File: src/rtl/cbm_pkg.sv
// ----------------------------------------------------------------------------
// cbm_pkg
// Types and constants shared by the cartridge bank mapper and its channels.
// ----------------------------------------------------------------------------
package cbm_pkg;

    // Kind of input word.
    localparam logic OP_WRITE = 1'b0;
    localparam logic OP_TICK  = 1'b1;

    // Register select, CPU address bits 15:12.
    localparam logic [3:0] SEL_LATCH0  = 4'h8;
    localparam logic [3:0] SEL_LATCH1  = 4'h9;
    localparam logic [3:0] SEL_LATCH2  = 4'hA;
    localparam logic [3:0] SEL_LATCH3  = 4'hB;
    localparam logic [3:0] SEL_CONTROL = 4'hC;
    localparam logic [3:0] SEL_ACK     = 4'hD;
    localparam logic [3:0] SEL_PRG_SEL = 4'hE;
    localparam logic [3:0] SEL_BANK    = 4'hF;

    // Region of a bank write, CPU address bits 11:10.
    localparam logic [1:0] REGION_PRG_HI = 2'b00;
    localparam logic [1:0] REGION_MIRROR = 2'b10;
    localparam logic [1:0] REGION_CHR    = 2'b11;

    localparam logic [15:0] COUNT_LAST = 16'hFFFF;
    localparam int          PRG_REGS   = 4;
    localparam int          CHR_REGS   = 8;

    typedef struct packed {
        logic        opcode;
        logic [15:0] cpu_address;
        logic [7:0]  write_data;
    } in_word_t;

    typedef struct packed {
        logic        irq_pending;
        logic [4:0]  prg_bank_8000;
        logic [4:0]  prg_bank_a000;
        logic [4:0]  prg_bank_c000;
        logic        mirror_vertical;
        logic [31:0] chr_banks_lower;
        logic [31:0] chr_banks_upper;
    } out_word_t;

endpackage

File: src/rtl/cbm_in_if.sv
// ----------------------------------------------------------------------------
// cbm_in_if
// Valid/ready channel that carries CPU write and tick words into the mapper.
// ----------------------------------------------------------------------------
interface cbm_in_if;
    logic              valid;
    logic              ready;
    cbm_pkg::in_word_t payload;

    modport source (output valid, output payload, input ready);
    modport sink   (input valid, input payload, output ready);
endinterface

File: src/rtl/cbm_out_if.sv
// ----------------------------------------------------------------------------
// cbm_out_if
// Valid/ready channel that carries the mapping and IRQ state out of the mapper.
// ----------------------------------------------------------------------------
interface cbm_out_if;
    logic               valid;
    logic               ready;
    cbm_pkg::out_word_t payload;

    modport source (output valid, output payload, input ready);
    modport sink   (input valid, input payload, output ready);
endinterface

File: src/rtl/cartridge_bank_mapper_irq.sv
// ----------------------------------------------------------------------------
// cartridge_bank_mapper_irq
// Cartridge bank mapper with a 16-bit up-counting CPU-cycle IRQ timer.
// ----------------------------------------------------------------------------
// Usage:
// The item channel takes one word per CPU event: either a CPU write
// (address and data) or a single CPU-cycle tick. For every word taken the
// result channel gives exactly one word holding the IRQ line and the PRG,
// mirroring and CHR mapping as they stand after that event.
// A word taken lands in the input register, is decoded against the mapper
// state and is loaded into the result register once that register is empty
// or its word is being taken, which offers its result word. One word per
// clock is sustained while the receiver takes every result word; the figure
// is set by the single decode stage between the two registers.
// When the receiver stalls, the result word holds and the input register
// holds its word, so the item channel drops ready only while both are full
// and the receiver is not taking the result.
// Reset clears all mapper registers, the timer and the IRQ line, selects
// horizontal mirroring and empties both registers.
// ----------------------------------------------------------------------------
module cartridge_bank_mapper_irq (
    input  logic          clk,
    input  logic          rst_n,
    cbm_in_if.sink        item,
    cbm_out_if.source     result
);

    logic               in_valid_reg;
    cbm_pkg::in_word_t  in_word_reg;
    logic               out_valid_reg;
    cbm_pkg::out_word_t out_word_reg;
    logic               advance;

    logic [15:0] reload_latch_reg, reload_latch_next;
    logic [15:0] irq_count_reg, irq_count_next;
    logic [2:0]  irq_control_reg, irq_control_next;
    logic        irq_line_reg, irq_line_next;
    logic [3:0]  prg_select_reg, prg_select_next;
    logic [4:0]  prg_bank_reg [cbm_pkg::PRG_REGS];
    logic [4:0]  prg_bank_next [cbm_pkg::PRG_REGS];
    logic [7:0]  chr_bank_reg [cbm_pkg::CHR_REGS];
    logic [7:0]  chr_bank_next [cbm_pkg::CHR_REGS];
    logic        mirror_reg, mirror_next;

    logic [3:0]  sel;
    logic [11:0] offset;
    logic [3:0]  nibble;
    logic [1:0]  prg_low_index;

    assign advance    = in_valid_reg && (!out_valid_reg || result.ready);
    assign item.ready = !in_valid_reg || advance;

    assign sel           = in_word_reg.cpu_address[15:12];
    assign offset        = in_word_reg.cpu_address[11:0];
    assign nibble        = in_word_reg.write_data[3:0];
    assign prg_low_index = prg_select_reg[1:0] - 2'd1;

    always_comb
    begin
        reload_latch_next = reload_latch_reg;
        irq_count_next    = irq_count_reg;
        irq_control_next  = irq_control_reg;
        irq_line_next     = irq_line_reg;
        prg_select_next   = prg_select_reg;
        prg_bank_next     = prg_bank_reg;
        chr_bank_next     = chr_bank_reg;
        mirror_next       = mirror_reg;

        if (in_word_reg.opcode == cbm_pkg::OP_TICK)
        begin
            if (irq_control_reg[1])
            begin
                if (irq_count_reg == cbm_pkg::COUNT_LAST)
                begin
                    irq_count_next = reload_latch_reg;
                    irq_line_next  = 1'b1;
                end
                else
                begin
                    irq_count_next = irq_count_reg + 16'd1;
                end
            end
        end
        else
        begin
            unique case (sel) inside
                cbm_pkg::SEL_LATCH0, cbm_pkg::SEL_LATCH1,
                cbm_pkg::SEL_LATCH2, cbm_pkg::SEL_LATCH3:
                begin
                    reload_latch_next[sel[1:0]*4 +: 4] = nibble;
                end
                cbm_pkg::SEL_CONTROL:
                begin
                    irq_control_next = in_word_reg.write_data[2:0];
                    if (in_word_reg.write_data[1])
                    begin
                        irq_count_next = reload_latch_reg;
                    end
                    irq_line_next = 1'b0;
                end
                cbm_pkg::SEL_ACK:
                begin
                    // The acknowledge restores the enable from its saved copy.
                    irq_control_next[1] = irq_control_reg[0];
                    irq_line_next       = 1'b0;
                end
                cbm_pkg::SEL_PRG_SEL:
                begin
                    prg_select_next = nibble;
                end
                cbm_pkg::SEL_BANK:
                begin
                    if (prg_select_reg >= 4'd1 && prg_select_reg <= 4'd4)
                    begin
                        prg_bank_next[prg_low_index][3:0] = nibble;
                    end
                    unique case (offset[11:10])
                        cbm_pkg::REGION_PRG_HI:
                        begin
                            prg_bank_next[offset[1:0]][4] = in_word_reg.write_data[4];
                        end
                        cbm_pkg::REGION_MIRROR:
                        begin
                            mirror_next = in_word_reg.write_data[0];
                        end
                        cbm_pkg::REGION_CHR:
                        begin
                            chr_bank_next[offset[2:0]] = in_word_reg.write_data;
                        end
                        default:
                        begin
                        end
                    endcase
                end
                default:
                begin
                    // Writes below the cartridge ROM range change nothing.
                end
            endcase
        end
    end

    always_ff @(posedge clk or negedge rst_n)
    begin
        if (!rst_n)
        begin
            in_valid_reg     <= 1'b0;
            out_valid_reg    <= 1'b0;
            reload_latch_reg <= '0;
            irq_count_reg    <= '0;
            irq_control_reg  <= '0;
            irq_line_reg     <= 1'b0;
            prg_select_reg   <= '0;
            mirror_reg       <= 1'b0;
            for (int i = 0; i < cbm_pkg::PRG_REGS; i++)
            begin
                prg_bank_reg[i] <= '0;
            end
            for (int i = 0; i < cbm_pkg::CHR_REGS; i++)
            begin
                chr_bank_reg[i] <= '0;
            end
        end
        else
        begin
            if (item.valid && item.ready)
            begin
                in_valid_reg <= 1'b1;
            end
            else if (advance)
            begin
                in_valid_reg <= 1'b0;
            end

            if (advance)
            begin
                out_valid_reg    <= 1'b1;
                reload_latch_reg <= reload_latch_next;
                irq_count_reg    <= irq_count_next;
                irq_control_reg  <= irq_control_next;
                irq_line_reg     <= irq_line_next;
                prg_select_reg   <= prg_select_next;
                mirror_reg       <= mirror_next;
                prg_bank_reg     <= prg_bank_next;
                chr_bank_reg     <= chr_bank_next;
            end
            else if (result.ready)
            begin
                out_valid_reg <= 1'b0;
            end
        end
    end

    // Payload registers load without reset.
    always_ff @(posedge clk)
    begin
        if (item.valid && item.ready)
        begin
            in_word_reg <= item.payload;
        end
        if (advance)
        begin
            out_word_reg.irq_pending     <= irq_line_next;
            out_word_reg.prg_bank_8000   <= prg_bank_next[0];
            out_word_reg.prg_bank_a000   <= prg_bank_next[1];
            out_word_reg.prg_bank_c000   <= prg_bank_next[2];
            out_word_reg.mirror_vertical <= mirror_next;
            out_word_reg.chr_banks_lower <= {chr_bank_next[3], chr_bank_next[2],
                                             chr_bank_next[1], chr_bank_next[0]};
            out_word_reg.chr_banks_upper <= {chr_bank_next[7], chr_bank_next[6],
                                             chr_bank_next[5], chr_bank_next[4]};
        end
    end

    assign result.valid   = out_valid_reg;
    assign result.payload = out_word_reg;

    // A control or acknowledge write always drops the IRQ line.
    assert property (@(posedge clk) disable iff (!rst_n)
        advance && in_word_reg.opcode == cbm_pkg::OP_WRITE
            && (sel == cbm_pkg::SEL_CONTROL || sel == cbm_pkg::SEL_ACK)
        |=> !irq_line_reg && !result.payload.irq_pending)
        else $error("IRQ line not cleared by control or acknowledge write");

    // An enabled tick at the last count reloads the counter and raises the IRQ.
    assert property (@(posedge clk) disable iff (!rst_n)
        advance && in_word_reg.opcode == cbm_pkg::OP_TICK && irq_control_reg[1]
            && irq_count_reg == cbm_pkg::COUNT_LAST
        |=> irq_line_reg && irq_count_reg == $past(reload_latch_reg))
        else $error("timer wrap did not reload and raise the IRQ");

    // With the result register empty the block must take a new word.
    assert property (@(posedge clk) disable iff (!rst_n)
        !out_valid_reg |-> item.ready)
        else $error("item channel stalled with an empty result register");

endmodule

File: src/flat_wrapper.sv
// flat-port wrapper written by rule: the top's interface ports become plain ports
module cartridge_bank_mapper_irq_flat 
  (clk, rst_n, item_valid, item_payload, item_ready, result_valid, result_payload, result_ready);
  cbm_in_if item_i ();
  cbm_out_if result_i ();
  input  logic clk;
  input  logic rst_n;
  input wire logic [$bits(item_i.valid)-1:0] item_valid;
  input wire logic [$bits(item_i.payload)-1:0] item_payload;
  output wire logic [$bits(item_i.ready)-1:0] item_ready;
  output wire logic [$bits(result_i.valid)-1:0] result_valid;
  output wire logic [$bits(result_i.payload)-1:0] result_payload;
  input wire logic [$bits(result_i.ready)-1:0] result_ready;
  assign item_i.valid = item_valid;
  assign item_i.payload = item_payload;
  assign item_ready = item_i.ready;
  assign result_valid = result_i.valid;
  assign result_payload = result_i.payload;
  assign result_i.ready = result_ready;
  cartridge_bank_mapper_irq u_core (.clk(clk), .rst_n(rst_n), .item(item_i), .result(result_i));
endmodule
File: config.mk
export PLATFORM = sky130hd
export DESIGN_NAME = cartridge_bank_mapper_irq_flat
export DESIGN_NICKNAME = d
export VERILOG_FILES = /design/src/rtl/cbm_pkg.sv /design/src/rtl/cbm_in_if.sv /design/src/rtl/cbm_out_if.sv /design/src/rtl/cartridge_bank_mapper_irq.sv /design/src/flat_wrapper.sv
export SDC_FILE = /design/constraint.sdc
export NUM_CORES = 1
export LEC_CHECK = 0
export BUFFER_PORTS_ARGS = -buffer_cell sky130_fd_sc_hd__buf_4
export CORE_MARGIN = 4
export CORE_UTILIZATION = 55
export CTS_CLUSTER_DIAMETER = 60
export CTS_CLUSTER_SIZE = 10
export DETAILED_ROUTE_END_ITERATION = 10
export GPL_TIMING_DRIVEN = 0
export PLACE_DENSITY = 0.73
export SLEW_MARGIN = 20
export SYNTH_ARGS = -nofsm -noshare
export SYNTH_HDL_FRONTEND = slang
export SYNTH_SLANG_ARGS = --single-unit
File: constraint.sdc
create_clock -name clk -period 8 [get_ports clk]
set_input_delay 1.2 -clock clk [delete_from_list [all_inputs] [get_ports clk]]
set_output_delay 1.2 -clock clk [all_outputs]
set_load 0.005 [all_outputs]
After elaboration in Yosys (flattened, before gate mapping)
Cells that the tools add are included.
{"block": "op_classes", "add_sub_neg": 3, "magnitude_cmp": 8, "n_eq_ne": 12, "shifts": 2, "muxes": 36, "bitwise": 4, "n_reduce_logical": 24}
{"cell": "$mux 64", "n": 3}
{"cell": "$mux 20", "n": 6}
{"cell": "$mux 16", "n": 5}
{"cell": "$bwmux 64", "n": 1}
{"cell": "$bwmux 20", "n": 2}
{"cell": "$neg 4->34", "n": 1}
{"cell": "$shift 4x34->16 const A", "n": 1}
{"cell": "$shiftx 4x34->16", "n": 1}
{"cell": "$eq 4x4->1 const B", "n": 8}
{"cell": "$demux 8 s3", "n": 1}
{"cell": "$demux 5 s2", "n": 2}
{"cell": "$add 16x1->16 const B", "n": 1}
{"cell": "$bwmux 16", "n": 1}
{"cell": "$eq 16x16->1 const B", "n": 1}
{"cell": "$reduce_and 3->1", "n": 5}
{"cell": "$mux 1", "n": 11}
{"cell": "$reduce_bool 2->1", "n": 5}
{"cell": "$mux 8", "n": 1}
{"cell": "$ge 3x3->1 const B", "n": 2}
{"cell": "$logic_and 1x1->1", "n": 6}
{"cell": "$lt 3x1->1 const B", "n": 2}
{"cell": "$not 2->3", "n": 2}
{"cell": "$mux 5", "n": 1}
{"cell": "$eq 2x2->1 const B", "n": 2}
{"cell": "16 further kinds", "n": 18}
{"block": "word_totals", "register_bits": 232, "inputBits": 29}

Logic depth before layout (Yosys ltp)
{"block": "depth", "word_depth": 14, "mapped_depth": 8}

Least setup slack after synthesis
Ideal clock, no wire load.
{"block": "synth_path", "path_type": "in2reg", "start": "input result_ready", "end": "register u_core.irq_line_reg", "arrival_time_ps": 3767, "t_required_ps": 7913, "setup_slack_ps": 4146, "stages": 6, "path_cell_list": "nand2b_1 -> buf_2 -> nand2_1 -> inv_1 -> a31oi_1 -> o21ai_0"}
{"block": "synth_between", "elab_chain_cells": 2}
{"element": "start: declaration", "line_no": "flat_wrapper.sv:13", "rtl": "input wire logic [$bits(result_i.ready)-1:0] result_ready;"}
{"element": "$logic_or 1x1->1", "line_no": "cartridge_bank_mapper_irq.sv:50", "rtl": "assign advance = in_valid_reg && (!out_valid_reg || result.ready);"}
{"element": "$logic_and 1x1->1", "line_no": "cartridge_bank_mapper_irq.sv:50"}
{"element": "via u_core.advance", "line_no": "cartridge_bank_mapper_irq.sv:32", "rtl": "logic advance;"}
{"element": "end signal: assignment", "line_no": "cartridge_bank_mapper_irq.sv:181", "rtl": "irq_line_reg <= irq_line_next;"}
{"element": "end: declaration", "line_no": "cartridge_bank_mapper_irq.sv:37", "rtl": "logic irq_line_reg, irq_line_next;"}
The timed path passes the listed nets, and every way through them passes these cells.
A chain may end at the register's enable or synchronous reset.

Worst setup path in the final report
Same ends and word-level chain as after synthesis.

==> results_tabular.tex <==
\begin{tabular}{lr}
\hline
Metric & Value \\
\hline
\multicolumn{2}{l}{\textbf{Clock tree}} \\
Post CTS Setup Buffer Count & 0 \\
Library cell used as clock root buffer & sky130\_fd\_sc\_hd\_\_clkbuf\_16 \\
Maximum number of buffers from clock root to sink & 3 \\
CTS Hold Buffers Added & 0 \\
TritonCTS Buffers & 25 \\
TritonCTS clock tree & built \\
H-tree depth reported by CTS & 1 \\
Sink count of the clock tree & 220 \\
Clock insertion delay at the later pin of the skew report & 0.51 ns \\
Number of resized instances in the post-cts repair step & 0 \\
Clk pin slew, worst setup/hold paths & 0.06 ns \\
\multicolumn{2}{l}{\textbf{Global route}} \\
Pin count of the biggest net entering global routing & 64 \\
Fraction of met3 tracks used by global routing & 0.0348 \\
Initial antenna violation count & 0 \\
Vias in the first global route & 6624 \\
GRT Util Overall & 0.232 \\
Met2 routing resource usage after global routing & 0.397 \\
First-pass GRT wire length & 36.5 mm \\
Busiest layer in global routing & met2 \\
M1 GR Usage & 0.311 \\
Total overflow reported by the global router & 0 \\
\multicolumn{2}{l}{\textbf{Logic synthesis}} \\
Post-synthesis area per instance & 14.7 um\^{}2 \\
Most instantiated flip-flop cell in the synthesis netlist & sky130\_fd\_sc\_hd\_\_dfrtp\_1 \\
Syn\_nets & 687 \\
Number of instances in the synthesized netlist & 653 \\
Number of enable-type register cells in the synthesized netlist & 99 \\
Summed instance area of the synthesized netlist & 9610 um\^{}2 \\
Async set-or-reset flop fraction in the synthesized netlist & 0.550 \\
Number of warnings printed during yosys synthesis & 0 \\
Sequential share of the synthesized area & 0.625 \\
Distinct cell type count after synthesis & 56 \\
Synthesized flop and latch total & 220 \\
\multicolumn{2}{l}{\textbf{Worst hold path}} \\
HP Class & reg2reg \\
Hold path startpoint & u\_core.reload\_latch\_reg[0]\$\_DFFE\_PN0P\_ \\
\multicolumn{2}{l}{\textbf{Worst setup path}} \\
Required @ worst endpoint & 8.41 ns \\
Startpoint kind of the worst setup timing path & primary input \\
CP startpoint & result\_ready \\
Category of the critical setup timing path & in2reg \\
Worst Path Arrival & 3.29 ns \\
Crit-path max FO & 43 \\
Capturing element type of the critical path & flop \\
Worst reg2reg path startpoint & u\_core.in\_word\_reg[20]\$\_DFFE\_PP\_ \\
\multicolumn{2}{l}{\textbf{Routing}} \\
Routed via count divided by cell count & 5.94 \\
Post-route DRC & 0 \\
Detailed-route wire length per cell & 22.0 um \\
Via Count & 6110 \\
Router iterations before antenna repair & 4 \\
DRT antenna net count & 0 \\
Drt initial violations & 275 \\
Detailed Route WL & 22.6 mm \\
\multicolumn{2}{l}{\textbf{Place}} \\
Number of buffer cells added on primary ports & 104 \\
Placer Congestion & 0.938 \\
Cell area reported after detailed placement & 10700 um\^{}2 \\
Final HPWL from detailed placement & 15.5 mm \\
\multicolumn{2}{l}{\textbf{Pwr}} \\
Net switching fraction of the power & 0.247 \\
Logic pwr share & 0.105 \\
Power share of the sequential group & 0.512 \\
Net switching power & 0.000647 W \\
Internal portion of total power & 0.00198 W \\
LEAKAGE & 5.02 nW \\
Worst vdd ir & 159 uV \\
Power density normalized to cell area & 230 nW/um\^{}2 \\
Fraction of power consumed by the clock network & 0.383 \\
\multicolumn{2}{l}{\textbf{Floorplan}} \\
Area enclosed by the die boundary & 19600 um\^{}2 \\
Row count & 48 \\
Horiz. Die Dim & 140 um \\
Effective utilization at floorplan & 0.559 \\
Number of top-level design ports & 112 \\
Placeable core region & 17200 um\^{}2 \\
Die boundary height & 140 um \\
\multicolumn{2}{l}{\textbf{STA}} \\
Worst relative slew slack & 0.433 \\
Fin Clk Skew & 0.00842 ns \\
Final worst path period share & 0.359 \\
Max Transition Viols Final & 0 \\
Setup violations, final & 0 \\
RSZ-0062 raised after global routing & no \\
Hold Fails Final Rpt & 0 \\
Slew @ Worst Pin & 0.851 ns \\
Setup TNS after final layout & 0 ns \\
Min Clock Period, post-route & 2.87 ns \\
Highest attainable clock frequency & 348 MHz \\
\multicolumn{2}{l}{\textbf{Finish}} \\
Net count, final & 820 \\
Synthesis-to-layout area growth & 19.0\% \\
Final core area utilization & 0.665 \\
Fillcell total & 1259 \\
Diodes inserted & 0 \\
Number of flip-flops under the largest register name & 81 \\
Ratio of cells with drive above 1 in the final layout & 0.430 \\
Post-route standard cell area excluding fillers & 11400 um\^{}2 \\
\multicolumn{2}{l}{\textbf{Run status}} \\
Result of the run & finished, final reports clean \\
\multicolumn{2}{l}{\textbf{Flow run}} \\
Max capacitance violation total & 0 \\
\hline
\end{tabular}
-- layout by cell type (no fill, tap or decap), drive strengths merged, types with 2 or more instances in the layout --
| cell | n |
|---|---|
| and4 | 8 |
| edfxtp | 99 |
| nand3 | 16 |
| nor4 | 10 |
| nand2b | 6 |
| nor2 | 26 |
| a41oi | 2 |
| clkbuf | 66 |
| o311ai | 2 |
| o41ai | 3 |
| inv | 11 |
| mux2i | 11 |
| ha | 5 |
| a221o | 2 |
| nand4b | 4 |
| a2bb2oi | 7 |
| nand4 | 24 |
| a21oi | 12 |
| o21ai | 5 |
| a31oi | 3 |
| nor3 | 12 |
| buf | 118 |
| and3 | 3 |
| and2 | 4 |
| mux2 | 165 |
| nand2 | 30 |
| nor3b | 4 |
| a21bo | 13 |
| dfrtp | 121 |
-- synthesized netlist by cell type (6+ instances only) --
master | instances | area share
sky130_fd_sc_hd__mux2_2 | 165 | 0.19
sky130_fd_sc_hd__dfrtp_1 | 121 | 0.32
sky130_fd_sc_hd__edfxtp_1 | 99 | 0.31
sky130_fd_sc_hd__nand2_1 | 30 | 0.012
sky130_fd_sc_hd__nand4_1 | 23 | 0.015
sky130_fd_sc_hd__clkbuf_1 | 21 | 0.0082
sky130_fd_sc_hd__nor2_1 | 17 | 0.0066
sky130_fd_sc_hd__nand3_1 | 15 | 0.0078
sky130_fd_sc_hd__a21bo_2 | 13 | 0.014
sky130_fd_sc_hd__a21oi_1 | 12 | 0.0063
sky130_fd_sc_hd__mux2i_1 | 11 | 0.011
sky130_fd_sc_hd__buf_2 | 10 | 0.0052
sky130_fd_sc_hd__nor3_1 | 10 | 0.0052
sky130_fd_sc_hd__inv_1 | 9 | 0.0035
sky130_fd_sc_hd__nor2_2 | 9 | 0.0059
sky130_fd_sc_hd__nor4_1 | 9 | 0.0059
sky130_fd_sc_hd__a2bb2oi_1 | 7 | 0.0064
sky130_fd_sc_hd__and4_1 | 6 | 0.0055
sky130_fd_sc_hd__nand2b_1 | 6 | 0.0039
-- logic make-up (layout without fill, tap and decap cells) --
family,Yosys count,after routing,synth area share
and+or+nand+nor,153,153,0.0963
muxes,176,176,0.205
AOI/OAI and AO/OA,55,55,0.0486
adders and majority gates,5,5,0.00651
buffers and inverters,44,195,0.0190
DFF,220,220,0.625
-- final timing paths --
| path | cells after the start | slack, ns | end |
|---|---|---|---|
| max | 8 | 5.13 | u_core.irq_line_reg$_DFFE_PN0P_ |
| min | 1 | 0.49 | u_core.reload_latch_reg[0]$_DFFE_PN0P_ |
| max reg2reg | 6 | 5.38 | u_core.result.payload[37]$_DFFE_PP_ |
| min reg2reg | 1 | 0.49 | u_core.reload_latch_reg[0]$_DFFE_PN0P_ |
| max in group asynchronous | 2 | 6.59 | u_core.chr_bank_reg[54]$_DFFE_PN0P_ |
| min in group asynchronous | 1 | 0.69 | u_core.irq_count_reg[7]$_DFFE_PN0P_ |
-- final cells by class --
cell class                      instances  area [um^2]  area share
Buffer                                 34          145      0.0127
Clock buffer                           44          697      0.0610
Clock inverter                          1         8.76    0.000766
Inverter                               10         40.0     0.00350
Multi-Input combinational cell        389         3420       0.299
Sequential cell                       220         6000       0.525
Tap cell                              225          282      0.0246
Timing Repair Buffer                  106          832      0.0728
-- worst max-delay path, stage by stage --
cell	delay (ns)
sky130_fd_sc_hd__buf_4	0.08
sky130_fd_sc_hd__nand2b_1	0.10
sky130_fd_sc_hd__buf_2	0.25
sky130_fd_sc_hd__nand2_1	0.42
sky130_fd_sc_hd__inv_4	0.55
sky130_fd_sc_hd__buf_12	0.30
sky130_fd_sc_hd__a31oi_1	0.12
sky130_fd_sc_hd__o21ai_0	0.22
-- power groups by stage --
| stage | clock network, W | registers (W) | logic (W) |
|---|---|---|---|
| floorplan | 0 | 0.00135 | 0.000157 |
| detailed placement | 0 | 0.00136 | 0.000276 |
| CTS | 0.00102 | 0.00134 | 0.000279 |
| global placement | 0 | 0.00136 | 0.000264 |
| global route | 0.00108 | 0.00135 | 0.000302 |
| finish | 0.00100 | 0.00134 | 0.000276 |
-- metrics by stage --
step                std cells  power, W  hold slack (ns)  worst slack [ns]
CTS                      1029   0.00264            0.493              5.12
floorplan                 653   0.00150            0.462              4.15
global placement          982   0.00162            0.482              3.08
global route             1029   0.00273            0.502              4.95
finish                   1029   0.00262            0.490              5.13
detailed placement        984   0.00164            0.480              4.63
-- layer usage --
metal,part of all wire,vias up
met5,0,-
met2,0.51,208
met1,0.42,3108
met3,0.051,48
met4,0.023,0
li1,-,2746
Power figures use the tool's default switching activity.
